===== src/rtl/core/lcks_pkg.sv =====
// Shared types, key codes and the LED pattern table for the LED chaser
// key/speed control block. No dependencies.
`timescale 1ns / 1ps
`default_nettype none

package lcks_pkg;

  typedef enum logic {
    OP_TICK = 1'b0,
    OP_KEY  = 1'b1
  } lcks_op_t;

  // Key codes, upper-nibble form (active low, bit i = key i)
  localparam logic [3:0] KEY_CLEAR   = 4'h0;
  localparam logic [3:0] KEY_NONE    = 4'hF;
  localparam logic [3:0] KEY_RIGHT   = 4'hE;
  localparam logic [3:0] KEY_LEFT    = 4'hD;
  localparam logic [3:0] KEY_SHORTER = 4'hB;
  localparam logic [3:0] KEY_LONGER  = 4'h7;

  localparam logic [7:0]  LED_RESET    = 8'hFF;
  localparam logic [15:0] PERIOD_RESET = 16'd1;

  typedef struct packed {
    lcks_op_t   opcode;
    logic [3:0] key_bits;
  } lcks_item_t;

  typedef struct packed {
    logic [7:0]  led_pattern;
    logic        step_fired;
    logic [15:0] step_period;
  } lcks_res_t;

  typedef struct packed {
    logic       valid;
    lcks_item_t item;
  } lcks_stg_t;

  function automatic logic [7:0] led_pattern(input logic rot_right, input logic [1:0] ph);
    logic [7:0] pat;
    unique case (ph)
      2'd0: pat = 8'h30;
      2'd1: pat = rot_right ? 8'h90 : 8'h60;
      2'd2: pat = 8'hC0;
      2'd3: pat = rot_right ? 8'h60 : 8'h90;
      default: pat = 8'h30;
    endcase
    return pat;
  endfunction

endpackage

`default_nettype wire


===== src/rtl/core/lcks_if.sv =====
// Valid/ready channel interfaces for input words and result words.
// Depends on lcks_pkg.
`timescale 1ns / 1ps
`default_nettype none

interface lcks_in_if;
  logic                valid;
  logic                ready;
  lcks_pkg::lcks_op_t  opcode;
  logic [3:0]          key_bits;

  modport source (output valid, output opcode, output key_bits, input ready);
  modport sink   (input valid, input opcode, input key_bits, output ready);
endinterface

interface lcks_out_if;
  logic        valid;
  logic        ready;
  logic [7:0]  led_pattern;
  logic        step_fired;
  logic [15:0] step_period;

  modport source (output valid, output led_pattern, output step_fired, output step_period,
                  input ready);
  modport sink   (input valid, input led_pattern, input step_fired, input step_period,
                  output ready);
endinterface

`default_nettype wire


===== src/rtl/core/lcks_in_reg.sv =====
// Input register stage: captures one word, releases it when the update
// stage takes it. Depends on lcks_pkg.
`timescale 1ns / 1ps
`default_nettype none

module lcks_in_reg (
  input  wire logic                  clk,
  input  wire logic                  rst_n,
  input  wire logic                  in_valid,
  input  wire lcks_pkg::lcks_item_t  in_item,
  output logic                       in_ready,
  input  wire logic                  take,
  output lcks_pkg::lcks_stg_t        stg
);

  logic                 valid_r, valid_nxt;
  lcks_pkg::lcks_item_t item_r;

  assign in_ready  = !valid_r || take;
  assign valid_nxt = (in_valid && in_ready) || (valid_r && !take);

  always_ff @(posedge clk) begin
    if (!rst_n) begin
      valid_r <= 1'b0;
    end else begin
      valid_r <= valid_nxt;
    end
  end

  always_ff @(posedge clk) begin
    if (in_valid && in_ready) begin
      item_r <= in_item;
    end
  end

  assign stg.valid = valid_r;
  assign stg.item  = item_r;

endmodule

`default_nettype wire


===== src/rtl/core/lcks_update.sv =====
// Chaser state registers and single-pass update for one tick or key word.
// Depends on lcks_pkg.
`timescale 1ns / 1ps
`default_nettype none

module lcks_update (
  input  wire logic                  clk,
  input  wire logic                  rst_n,
  input  wire logic                  en,
  input  wire lcks_pkg::lcks_item_t  item,
  output lcks_pkg::lcks_res_t        res
);

  logic [15:0] tick_r, tick_nxt;
  logic [15:0] period_r, period_nxt;
  logic [1:0]  phase_r, phase_nxt;
  logic        rot_r, rot_nxt;
  logic [3:0]  last_key_r, last_key_nxt;
  logic [7:0]  led_r, led_nxt;
  logic [15:0] tick_inc;
  logic [15:0] period_eff;
  logic [1:0]  phase_inc;
  logic        fired;

  always_comb begin
    tick_inc     = tick_r + 16'd1;
    period_eff   = (period_r == 16'd0) ? 16'd1 : period_r;
    phase_inc    = phase_r + 2'd1;
    tick_nxt     = tick_r;
    period_nxt   = period_r;
    phase_nxt    = phase_r;
    rot_nxt      = rot_r;
    last_key_nxt = last_key_r;
    led_nxt      = led_r;
    fired        = 1'b0;
    if (item.opcode == lcks_pkg::OP_TICK) begin
      period_nxt = period_eff;
      if (tick_inc == period_eff) begin
        tick_nxt  = 16'd0;
        phase_nxt = phase_inc;
        led_nxt   = lcks_pkg::led_pattern(rot_r, phase_inc);
        fired     = 1'b1;
      end else begin
        tick_nxt = tick_inc;
      end
    end else if (item.key_bits == lcks_pkg::KEY_NONE) begin
      last_key_nxt = lcks_pkg::KEY_CLEAR;
    end else if (item.key_bits != last_key_r) begin
      last_key_nxt = item.key_bits;
      unique case (item.key_bits)
        lcks_pkg::KEY_RIGHT: rot_nxt = 1'b1;
        lcks_pkg::KEY_LEFT:  rot_nxt = 1'b0;
        lcks_pkg::KEY_SHORTER: begin
          period_nxt = period_r - 16'd1;
          tick_nxt   = 16'd0;
        end
        lcks_pkg::KEY_LONGER: begin
          period_nxt = period_r + 16'd1;
          tick_nxt   = 16'd0;
        end
        default: ;
      endcase
    end
  end

  always_ff @(posedge clk) begin
    if (!rst_n) begin
      tick_r     <= 16'd0;
      period_r   <= lcks_pkg::PERIOD_RESET;
      phase_r    <= 2'd0;
      rot_r      <= 1'b0;
      last_key_r <= lcks_pkg::KEY_CLEAR;
      led_r      <= lcks_pkg::LED_RESET;
    end else if (en) begin
      tick_r     <= tick_nxt;
      period_r   <= period_nxt;
      phase_r    <= phase_nxt;
      rot_r      <= rot_nxt;
      last_key_r <= last_key_nxt;
      led_r      <= led_nxt;
    end
  end

  assign res.led_pattern = led_nxt;
  assign res.step_fired  = fired;
  assign res.step_period = period_nxt;

  a_fire_only_on_tick: assert property (@(posedge clk) disable iff (!rst_n)
    (en && fired) |-> (item.opcode == lcks_pkg::OP_TICK))
    else $error("step fired on a key word");

  a_fire_clears_count: assert property (@(posedge clk) disable iff (!rst_n)
    (en && fired) |=> (tick_r == 16'd0))
    else $error("tick count not cleared after a step");

  a_tick_period_nonzero: assert property (@(posedge clk) disable iff (!rst_n)
    (en && item.opcode == lcks_pkg::OP_TICK) |=> (period_r != 16'd0))
    else $error("zero period survived a tick");

  a_key_leaves_led: assert property (@(posedge clk) disable iff (!rst_n)
    (en && item.opcode == lcks_pkg::OP_KEY) |=> $stable(led_r))
    else $error("key word changed the LED byte");

endmodule

`default_nettype wire


===== src/rtl/core/lcks_out_reg.sv =====
// Result register: holds one result word until the sink takes it.
// Depends on lcks_pkg.
`timescale 1ns / 1ps
`default_nettype none

module lcks_out_reg (
  input  wire logic                 clk,
  input  wire logic                 rst_n,
  input  wire logic                 load,
  input  wire lcks_pkg::lcks_res_t  res,
  output logic                      free,
  output logic                      out_valid,
  input  wire logic                 out_ready,
  output lcks_pkg::lcks_res_t       out_res
);

  logic                valid_r, valid_nxt;
  lcks_pkg::lcks_res_t res_r;

  assign free      = !valid_r || out_ready;
  assign valid_nxt = load || (valid_r && !out_ready);

  always_ff @(posedge clk) begin
    if (!rst_n) begin
      valid_r <= 1'b0;
    end else begin
      valid_r <= valid_nxt;
    end
  end

  always_ff @(posedge clk) begin
    if (load) begin
      res_r <= res;
    end
  end

  assign out_valid = valid_r;
  assign out_res   = res_r;

endmodule

`default_nettype wire


===== src/rtl/core/led_chaser_key_speed_control_unit.sv =====
// Top level of the LED chaser with key speed and direction control.
// Depends on lcks_pkg, lcks_if, lcks_in_reg, lcks_update, lcks_out_reg.
//
//   channel  dir  handshake      payload
//   in_ch    in   valid/ready    opcode, key_bits
//   out_ch   out  valid/ready    led_pattern, step_fired, step_period
//
// One word per cycle sustained while out_ch is ready; an accepted word goes into the
// input register, then through the update into the result register, before out_ch shows it.
// Reset (sync, rst_n low) empties both stages and restores period 1, LED 0xFF.
// With out_ch stalled the result register holds; the input register still
// takes one more word, then in_ch.ready drops.
`timescale 1ns / 1ps
`default_nettype none

module led_chaser_key_speed_control_unit (
  input  wire logic  clk,
  input  wire logic  rst_n,
  lcks_in_if.sink    in_ch,
  lcks_out_if.source out_ch
);

  lcks_pkg::lcks_item_t in_item;
  lcks_pkg::lcks_stg_t  stg;
  lcks_pkg::lcks_res_t  res;
  lcks_pkg::lcks_res_t  out_res;
  logic                 out_free;
  logic                 advance;
  logic                 in_ready;
  logic                 out_valid;

  assign in_item.opcode   = in_ch.opcode;
  assign in_item.key_bits = in_ch.key_bits;
  assign in_ch.ready      = in_ready;
  assign advance          = stg.valid && out_free;

  lcks_in_reg u_in_reg (
    .clk      (clk),
    .rst_n    (rst_n),
    .in_valid (in_ch.valid),
    .in_item  (in_item),
    .in_ready (in_ready),
    .take     (advance),
    .stg      (stg)
  );

  lcks_update u_update (
    .clk   (clk),
    .rst_n (rst_n),
    .en    (advance),
    .item  (stg.item),
    .res   (res)
  );

  lcks_out_reg u_out_reg (
    .clk       (clk),
    .rst_n     (rst_n),
    .load      (advance),
    .res       (res),
    .free      (out_free),
    .out_valid (out_valid),
    .out_ready (out_ch.ready),
    .out_res   (out_res)
  );

  assign out_ch.valid       = out_valid;
  assign out_ch.led_pattern = out_res.led_pattern;
  assign out_ch.step_fired  = out_res.step_fired;
  assign out_ch.step_period = out_res.step_period;

endmodule

`default_nettype wire


===== src/flat_wrapper.sv =====
// flat-port wrapper written by rule: the top's interface ports become plain ports
module led_chaser_key_speed_control_unit_flat 
  (clk, rst_n, in_ch_valid, in_ch_opcode, in_ch_key_bits, in_ch_ready, out_ch_valid, out_ch_led_pattern, out_ch_step_fired, out_ch_step_period, out_ch_ready);
  lcks_in_if in_ch_i ();
  lcks_out_if out_ch_i ();
  input  wire logic clk;
  input  wire logic rst_n;
  input wire logic [$bits(in_ch_i.valid)-1:0] in_ch_valid;
  input wire logic [$bits(in_ch_i.opcode)-1:0] in_ch_opcode;
  input wire logic [$bits(in_ch_i.key_bits)-1:0] in_ch_key_bits;
  output wire logic [$bits(in_ch_i.ready)-1:0] in_ch_ready;
  output wire logic [$bits(out_ch_i.valid)-1:0] out_ch_valid;
  output wire logic [$bits(out_ch_i.led_pattern)-1:0] out_ch_led_pattern;
  output wire logic [$bits(out_ch_i.step_fired)-1:0] out_ch_step_fired;
  output wire logic [$bits(out_ch_i.step_period)-1:0] out_ch_step_period;
  input wire logic [$bits(out_ch_i.ready)-1:0] out_ch_ready;
  assign in_ch_i.valid = in_ch_valid;
  assign in_ch_i.opcode = in_ch_opcode;
  assign in_ch_i.key_bits = in_ch_key_bits;
  assign in_ch_ready = in_ch_i.ready;
  assign out_ch_valid = out_ch_i.valid;
  assign out_ch_led_pattern = out_ch_i.led_pattern;
  assign out_ch_step_fired = out_ch_i.step_fired;
  assign out_ch_step_period = out_ch_i.step_period;
  assign out_ch_i.ready = out_ch_ready;
  led_chaser_key_speed_control_unit u_core (.clk(clk), .rst_n(rst_n), .in_ch(in_ch_i), .out_ch(out_ch_i));
endmodule

===== config.mk =====
export PLATFORM = sky130hd
export DESIGN_NAME = led_chaser_key_speed_control_unit_flat
export DESIGN_NICKNAME = d
export VERILOG_FILES = /design/src/rtl/core/lcks_pkg.sv /design/src/rtl/core/lcks_if.sv /design/src/rtl/core/lcks_in_reg.sv /design/src/rtl/core/lcks_update.sv /design/src/rtl/core/lcks_out_reg.sv /design/src/rtl/core/led_chaser_key_speed_control_unit.sv /design/src/flat_wrapper.sv
export SDC_FILE = /design/constraint.sdc
export NUM_CORES = 1
export LEC_CHECK = 0
export ABC_CLOCK_PERIOD_IN_PS = 5400
export BUFFER_PORTS_ARGS = -buffer_cell sky130_fd_sc_hd__buf_2
export CAP_MARGIN = 20
export CORE_MARGIN = 3
export CORE_UTILIZATION = 60
export DETAILED_ROUTE_END_ITERATION = 10
export PLACE_DENSITY_LB_ADDON = 0.3
export RECOVER_POWER = 25
export SYNTH_ARGS = -nofsm -noshare
export SYNTH_HDL_FRONTEND = slang
export SYNTH_HIERARCHICAL = 1
export SYNTH_SLANG_ARGS = --single-unit

===== constraint.sdc =====
create_clock -name clk -period 5.4 [get_ports clk]
set_input_delay 0.81 -clock clk [delete_from_list [all_inputs] [get_ports clk]]
set_output_delay 0.81 -clock clk [all_outputs]
set_load 0.01 [all_outputs]

[After elaboration in Yosys (flattened, before gate mapping)]
Cells that the tools add are included.
Word-level totals
  register bits: 79
  word-level logic and storage cells: 72
Cells by class
  equality and inequality tests: 13
  bitwise logic cells: 2
  multiplexer cells: 19
  reductions and logical operators: 21
  $add $sub $neg: 4
Operators with widths (number)
  $mux W16: 9
  $add A16 B1 Y16 const B: 2
  $mux W8: 4
  $pmux W16 S2: 1
  $pmux W8 S4: 1
  $eq A16 B16 Y1: 1
  $eq A4 B4 Y1 const B: 4
  $logic_not A16 Y1: 1
  $sub A16 B1 Y16 const B: 1
  $mux W4: 2
  $ne A2 B2 Y1 const B: 3
  $reduce_and A3 Y1: 2
  $reduce_and A5 Y1: 1
  $eq A2 B2 Y1 const B: 2
  $eq A4 B3 Y1 const B: 1
  $logic_and A1 B1 Y1: 4
  $logic_not A1 Y1: 4
  $logic_or A1 B1 Y1: 4
  $ne A4 B4 Y1: 1
  $reduce_and A4 Y1: 1
  $reduce_bool A2 Y1: 2
  $add A2 B1 Y2 const B: 1
  $eq A2 B1 Y1 const B: 1
  $logic_not A2 Y1: 1
  4 further kinds: 5

[Depth between registers and ports, before layout]
  depth after elaboration: 6
  depth in mapped cells: 14
  mapped depth without buffers: 13

[By module]
Netlist, hierarchy kept.
By module, submodules not included
  lcks_update: cells each 460, area each 3668.5 µm², seq. area each 940.9 µm², instances 1
  lcks_out_reg: cells each 29, area each 799.5 µm², seq. area each 770.7 µm², instances 1
  lcks_in_reg: cells each 11, area each 215.2 µm², seq. area each 170.2 µm², instances 1
  led_chaser_key_speed_control_unit: cells each 1, area each 6.3 µm², seq. area each 0.0 µm², instances 1

[Least setup slack after synthesis]
No wires, ideal clock.
  path kind: register -> register
  start point: reg u_core.u_in_reg.item_r (netlist bit u_core/u_in_reg/stg[2])
  end point: reg u_core.u_out_reg.res_r (netlist bit u_core/u_out_reg/out_res[15]), data pin
  period minus slack after synthesis: 3340 ps
  arrival time: 3075 ps
  cell stages (with the launch flop): 14
  library setup time: 265 ps
  path buffers: 1
  path slack: 2060 ps
  cells stage by stage: edfxtp_1 > clkbuf_1 > nand3_1 > nand2b_1 > ha_1 > a21o_1 > a21oi_1 > a21oi_1 > o41ai_1 > o21ai_0 > a31oi_1 > nand4_1 > o21ai_0 > xor2_1
RTL lines
  from (decl): RTL line lcks_in_reg.sv:17  | lcks_pkg::lcks_item_t item_r;
  from (signal assigned): RTL line lcks_in_reg.sv:32  | item_r <= in_item;
  to (signal assigned): RTL line lcks_out_reg.sv:33  | res_r <= res;
  to (decl): RTL line lcks_out_reg.sv:18  | lcks_pkg::lcks_res_t res_r;

[Final worst setup path]
  start point: in out_ch_ready
  end point: reg u_core.u_update.phase_r[0]
On the way
  word-level cells in the longest chain between the ends: 3
RTL lines
  from (decl): RTL line flat_wrapper.sv:16  | input wire logic [$bits(out_ch_i.ready)-1:0] out_ch_ready;
  $logic_or A1 B1 Y1: RTL line lcks_out_reg.sv:20  | assign free = !valid_r || out_ready;
  named net u_core.out_free: RTL line led_chaser_key_speed_control_unit.sv:27  | logic out_free;
  $logic_and A1 B1 Y1: RTL line led_chaser_key_speed_control_unit.sv:35  | assign advance = stg.valid && out_free;
  named net u_core.advance: RTL line led_chaser_key_speed_control_unit.sv:28  | logic advance;
  $reduce_and A3 Y1 (no source line)
  to (signal assigned): RTL line lcks_update.sv:77  | phase_r <= phase_nxt;
  to (decl): RTL line lcks_update.sv:16  | logic [1:0] phase_r, phase_nxt;
The timed path passes the listed nets, and every way through them passes these cells.
A chain may end at the register's enable or synchronous reset.

==> impl_metrics.env <==
export IMPL_yosys_top_cells_area="dfxtp_1 21%, edfxtp_1 19%, ha_1 5.6%, xnor2_1 4.7%, nand2_1 4.1%"
export IMPL_drv_cap=1
export IMPL_tns_ps=0
export IMPL_rr_worst_depth=7
export IMPL_register_area_um2=1880
export IMPL_fin_crit_ps=4220
export IMPL_grt_max_degree=55
export IMPL_hold_viol_final=0
export IMPL_synth_distinct_cells=61
export IMPL_die_width_um=94.4
export IMPL_synth_edf_count=30
export IMPL_num_vias=3850
export IMPL_row_count=31
export IMPL_firstDrtPassIters=7
export IMPL_num_nets_final=553
export IMPL_ys_ff_latch=79
export IMPL_synthTopCellsByCount="51 x nand2_1, 49 x dfxtp_1, 39 x nor2_1"
export IMPL_start_util_pct=63.3
export IMPL_area_growth_pct=7.58
export IMPL_critPathRequiredTime_ps=5610
export IMPL_numPortBuffers=35
export IMPL_overflow=0
export IMPL_muxShareOfSynthArea_pct=6.46
export IMPL_critPathMaxStageDelay_ps=1600
export IMPL_worstHoldEndpoint="u_core/u_update/led_r[1]$_SDFFE_PN1P_"
export IMPL_synth_top_area_share_pct=20.9
export IMPL_grt_pass1_vias=3604
export IMPL_clock_latency_ps=350
export IMPL_fp_coreArea_um2=7410
export IMPL_path_class="input port to flip-flop"
export IMPL_detail_route_iter0_violations=148
export IMPL_path_clk_slew_ps=80
export IMPL_start_kind="input port"
export IMPL_cpLargestDelayFamily="simple AND/OR/NAND/NOR gates"
export IMPL_gr_usage_all_layers_pct=24.6
export IMPL_hpwl_mm=7.19
export IMPL_p_leak_nw=1.99
export IMPL_num_io_pins=36
export IMPL_die_area_um2=8910
export IMPL_finalPower_mw=1.30
export IMPL_async_reset_ff_share_pct=0
export IMPL_min_path_cells=2
export IMPL_synthAdderAreaFrac_pct=6.03
export IMPL_cts_hold_buf=0
export IMPL_root_buffer="clkbuf_8"
export IMPL_netlist_area_um2=4690
export IMPL_fillers=602
export IMPL_worst_slew_pin_transition_ps=2160
export IMPL_synth_warnings=6
export IMPL_htreeDepth=3
export IMPL_wirelength_mm=10.4
export IMPL_grt_first_pass_wirelength_mm=17.4
export IMPL_path_max_fanout=44
export IMPL_reg2reg_to="u_core/u_update/phase_r[0]$_SDFFE_PN0P_"
export IMPL_hp_class="flip-flop to flip-flop"
export IMPL_numCtsBuffers=9
export IMPL_timing_final_crit_share_pct=78.1
export IMPL_vdd_drop_max_uv=163
export IMPL_slew_headroom_pct=-43.8
export IMPL_worst_path_max_delay_cell="clkbuf_1"
export IMPL_yosys_area_share_simple_pct=20.4
export IMPL_place_congestion=0.859
export IMPL_clock_path_buffers=2
export IMPL_drv_slew=45
export IMPL_r2r_start="u_core/u_out_reg/out_valid$_SDFF_PN0_"
export IMPL_antenna_found_initial=0
export IMPL_synth_compound_area_share_pct=15.4
export IMPL_drive_gt1_share_pct=14.4
export IMPL_multi_input_area_um2=2580
export IMPL_syn_area_per_cell_um2=9.36
export IMPL_synth_ff_type="dfxtp_1"
export IMPL_rsz0062_at_grt="no"
export IMPL_wl_per_cell_um=16.6
export IMPL_powerDensity_nw_per_um2=258
export IMPL_die_y_um=94.4
export IMPL_skew_ps=9.08
export IMPL_synth_seq_area_share_pct=40.1
export IMPL_crit_chain="buf_2, nand2b_1, and2_0, clkbuf_1, nand2b_1, or4_4, xnor2_1, nor2_1"
export IMPL_crit_top_cell="nand2b_1"
export IMPL_synth_nets=532
export IMPL_cts_sinks=79
export IMPL_cp_startpoint="out_ch_ready"
export IMPL_arrival_ps=4430
export IMPL_violations="capacitance limit, slew limit"
export IMPL_viasPerCell=6.15
export IMPL_cts_tree="done"
export IMPL_synth_top_family_by_area="simple AND/OR/NAND/NOR gates"
export IMPL_finalSetupViolCount=0
export IMPL_endpoint_kind="flip-flop"
export IMPL_cp_num_buf_inv=2
export IMPL_synth_top_cell_by_area="dfxtp_1"
export IMPL_synth_cells=501
export IMPL_ant_nets=0
export IMPL_synth_most_common_cell="nand2_1"
export IMPL_fmax_ghz=0.237
export IMPL_status="finished with violations"
export IMPL_antenna_cells=0
export IMPL_hp_start="u_core/u_update/led_r[1]$_SDFFE_PN1P_"
export IMPL_regToRegSetupSlack_ps=1430
export IMPL_drc=0
export IMPL_post_cts_buffers=0
export IMPL_postCtsResizedCells=0
export IMPL_synth_xor_area_share_pct=7.10
## routing by layer
metal / up-vias / global-route usage [%] / wire [µm]
met5: - / 0 / 0
met4: 0 / 10.5 / 215
met1: 1868 / 31.6 / 4580
met3: 23 / 3.98 / 410
met2: 103 / 41.3 / 5160
li1: 1856 / - / -
## report_power, final
part	internal (mW)	switching [mW]	leakage [nW]	total, mW
clock network	0.213	0.224	0.0933	0.438
registers	0.649	0.0178	0.675	0.667
logic	0.0839	0.114	1.23	0.198
total	0.946	0.356	1.99	1.30
## cell families after synthesis
kind of cell / Yosys count
simple gates: 178
mux: 29
compound gates: 108
buf+inv: 47
flops: 79
xor+xnor: 38
fa+ha+maj: 22
## worst max-delay path by stage
| stage | end | cells past startpoint |
|---|---|---|
| global placement | u_core/u_out_reg/out_res[15]$_DFFE_PP_ | 12 |
| finish | u_core/u_update/phase_r[0]$_SDFFE_PN0P_ | 8 |
| global route | u_core/u_update/tick_r[4]$_SDFFE_PN0P_ | 7 |
| CTS | u_core/u_out_reg/out_res[15]$_DFFE_PP_ | 12 |
| floorplan | u_core/u_out_reg/out_res[15]$_DFFE_PP_ | 13 |
| detailed placement | u_core/u_out_reg/out_res[15]$_DFFE_PP_ | 12 |
## state kept, by name, summed over array words and instances, names as in the netlist
| name | count |
|---|---|
| u_core/u_update/rot_r | 1 |
| u_core/u_out_reg/out_res | 25 |
| u_core/u_update/phase_r | 2 |
| u_core/u_in_reg/valid_r | 1 |
| u_core/u_update/period_r | 16 |
| u_core/u_update/tick_r | 16 |
| u_core/u_out_reg/out_valid | 1 |
| u_core/u_update/led_r | 8 |
| u_core/u_update/last_key_r | 4 |
| u_core/u_in_reg/stg | 5 |
## placed cells by master, fill, tap and decap left out, drive strengths merged, types with 5 or more instances in the layout
| cell type | count |
|---|---|
| and3 | 7 |
| mux2 | 10 |
| buf | 34 |
| a31oi | 10 |
| nand2b | 10 |
| xor2 | 13 |
| a211oi | 6 |
| dfxtp | 49 |
| a21oi | 27 |
| nand4 | 11 |
| nand3 | 17 |
| clkbuf | 12 |
| nor4 | 8 |
| nor2 | 40 |
| edfxtp | 30 |
| ha | 21 |
| a22o | 5 |
| nor2b | 7 |
| o21ai | 23 |
| mux2i | 19 |
| a22oi | 6 |
| nand2 | 51 |
| a21o | 9 |
| xnor2 | 25 |
| nor3 | 9 |
| inv | 21 |
## per-stage QoR
step	setup slack, ps	utilization, %	hold slack [ps]	instances	area [µm²]
finish	1180	68.1	441	626	5040
global route	874	68.1	465	626	5040
CTS	1550	68.3	442	625	5060
detailed placement	1610	65.7	429	609	4860
global placement	1770	65.7	424	609	4860
floorplan	2060	-	416	501	4690
## final cells by class
type | instances | share of cell area, %
clock buffer | 9 | 2.46
clock inverter | 7 | 1.41
inverter | 20 | 1.49
multi-input combinational | 375 | 51.2
sequential | 79 | 37.3
tap | 99 | 2.46
timing repair buffer | 37 | 3.65
## worst register-to-register path: cells and delay by family (launching register included)
kind                   cells  cell delay [ps]
AND/OR/NAND/NOR            5             1670
buffers and inverters      1             1600
flip-flops                 1              320
XOR/XNOR                   1              250
No activity file was read; power rests on OpenSTA's default activity.
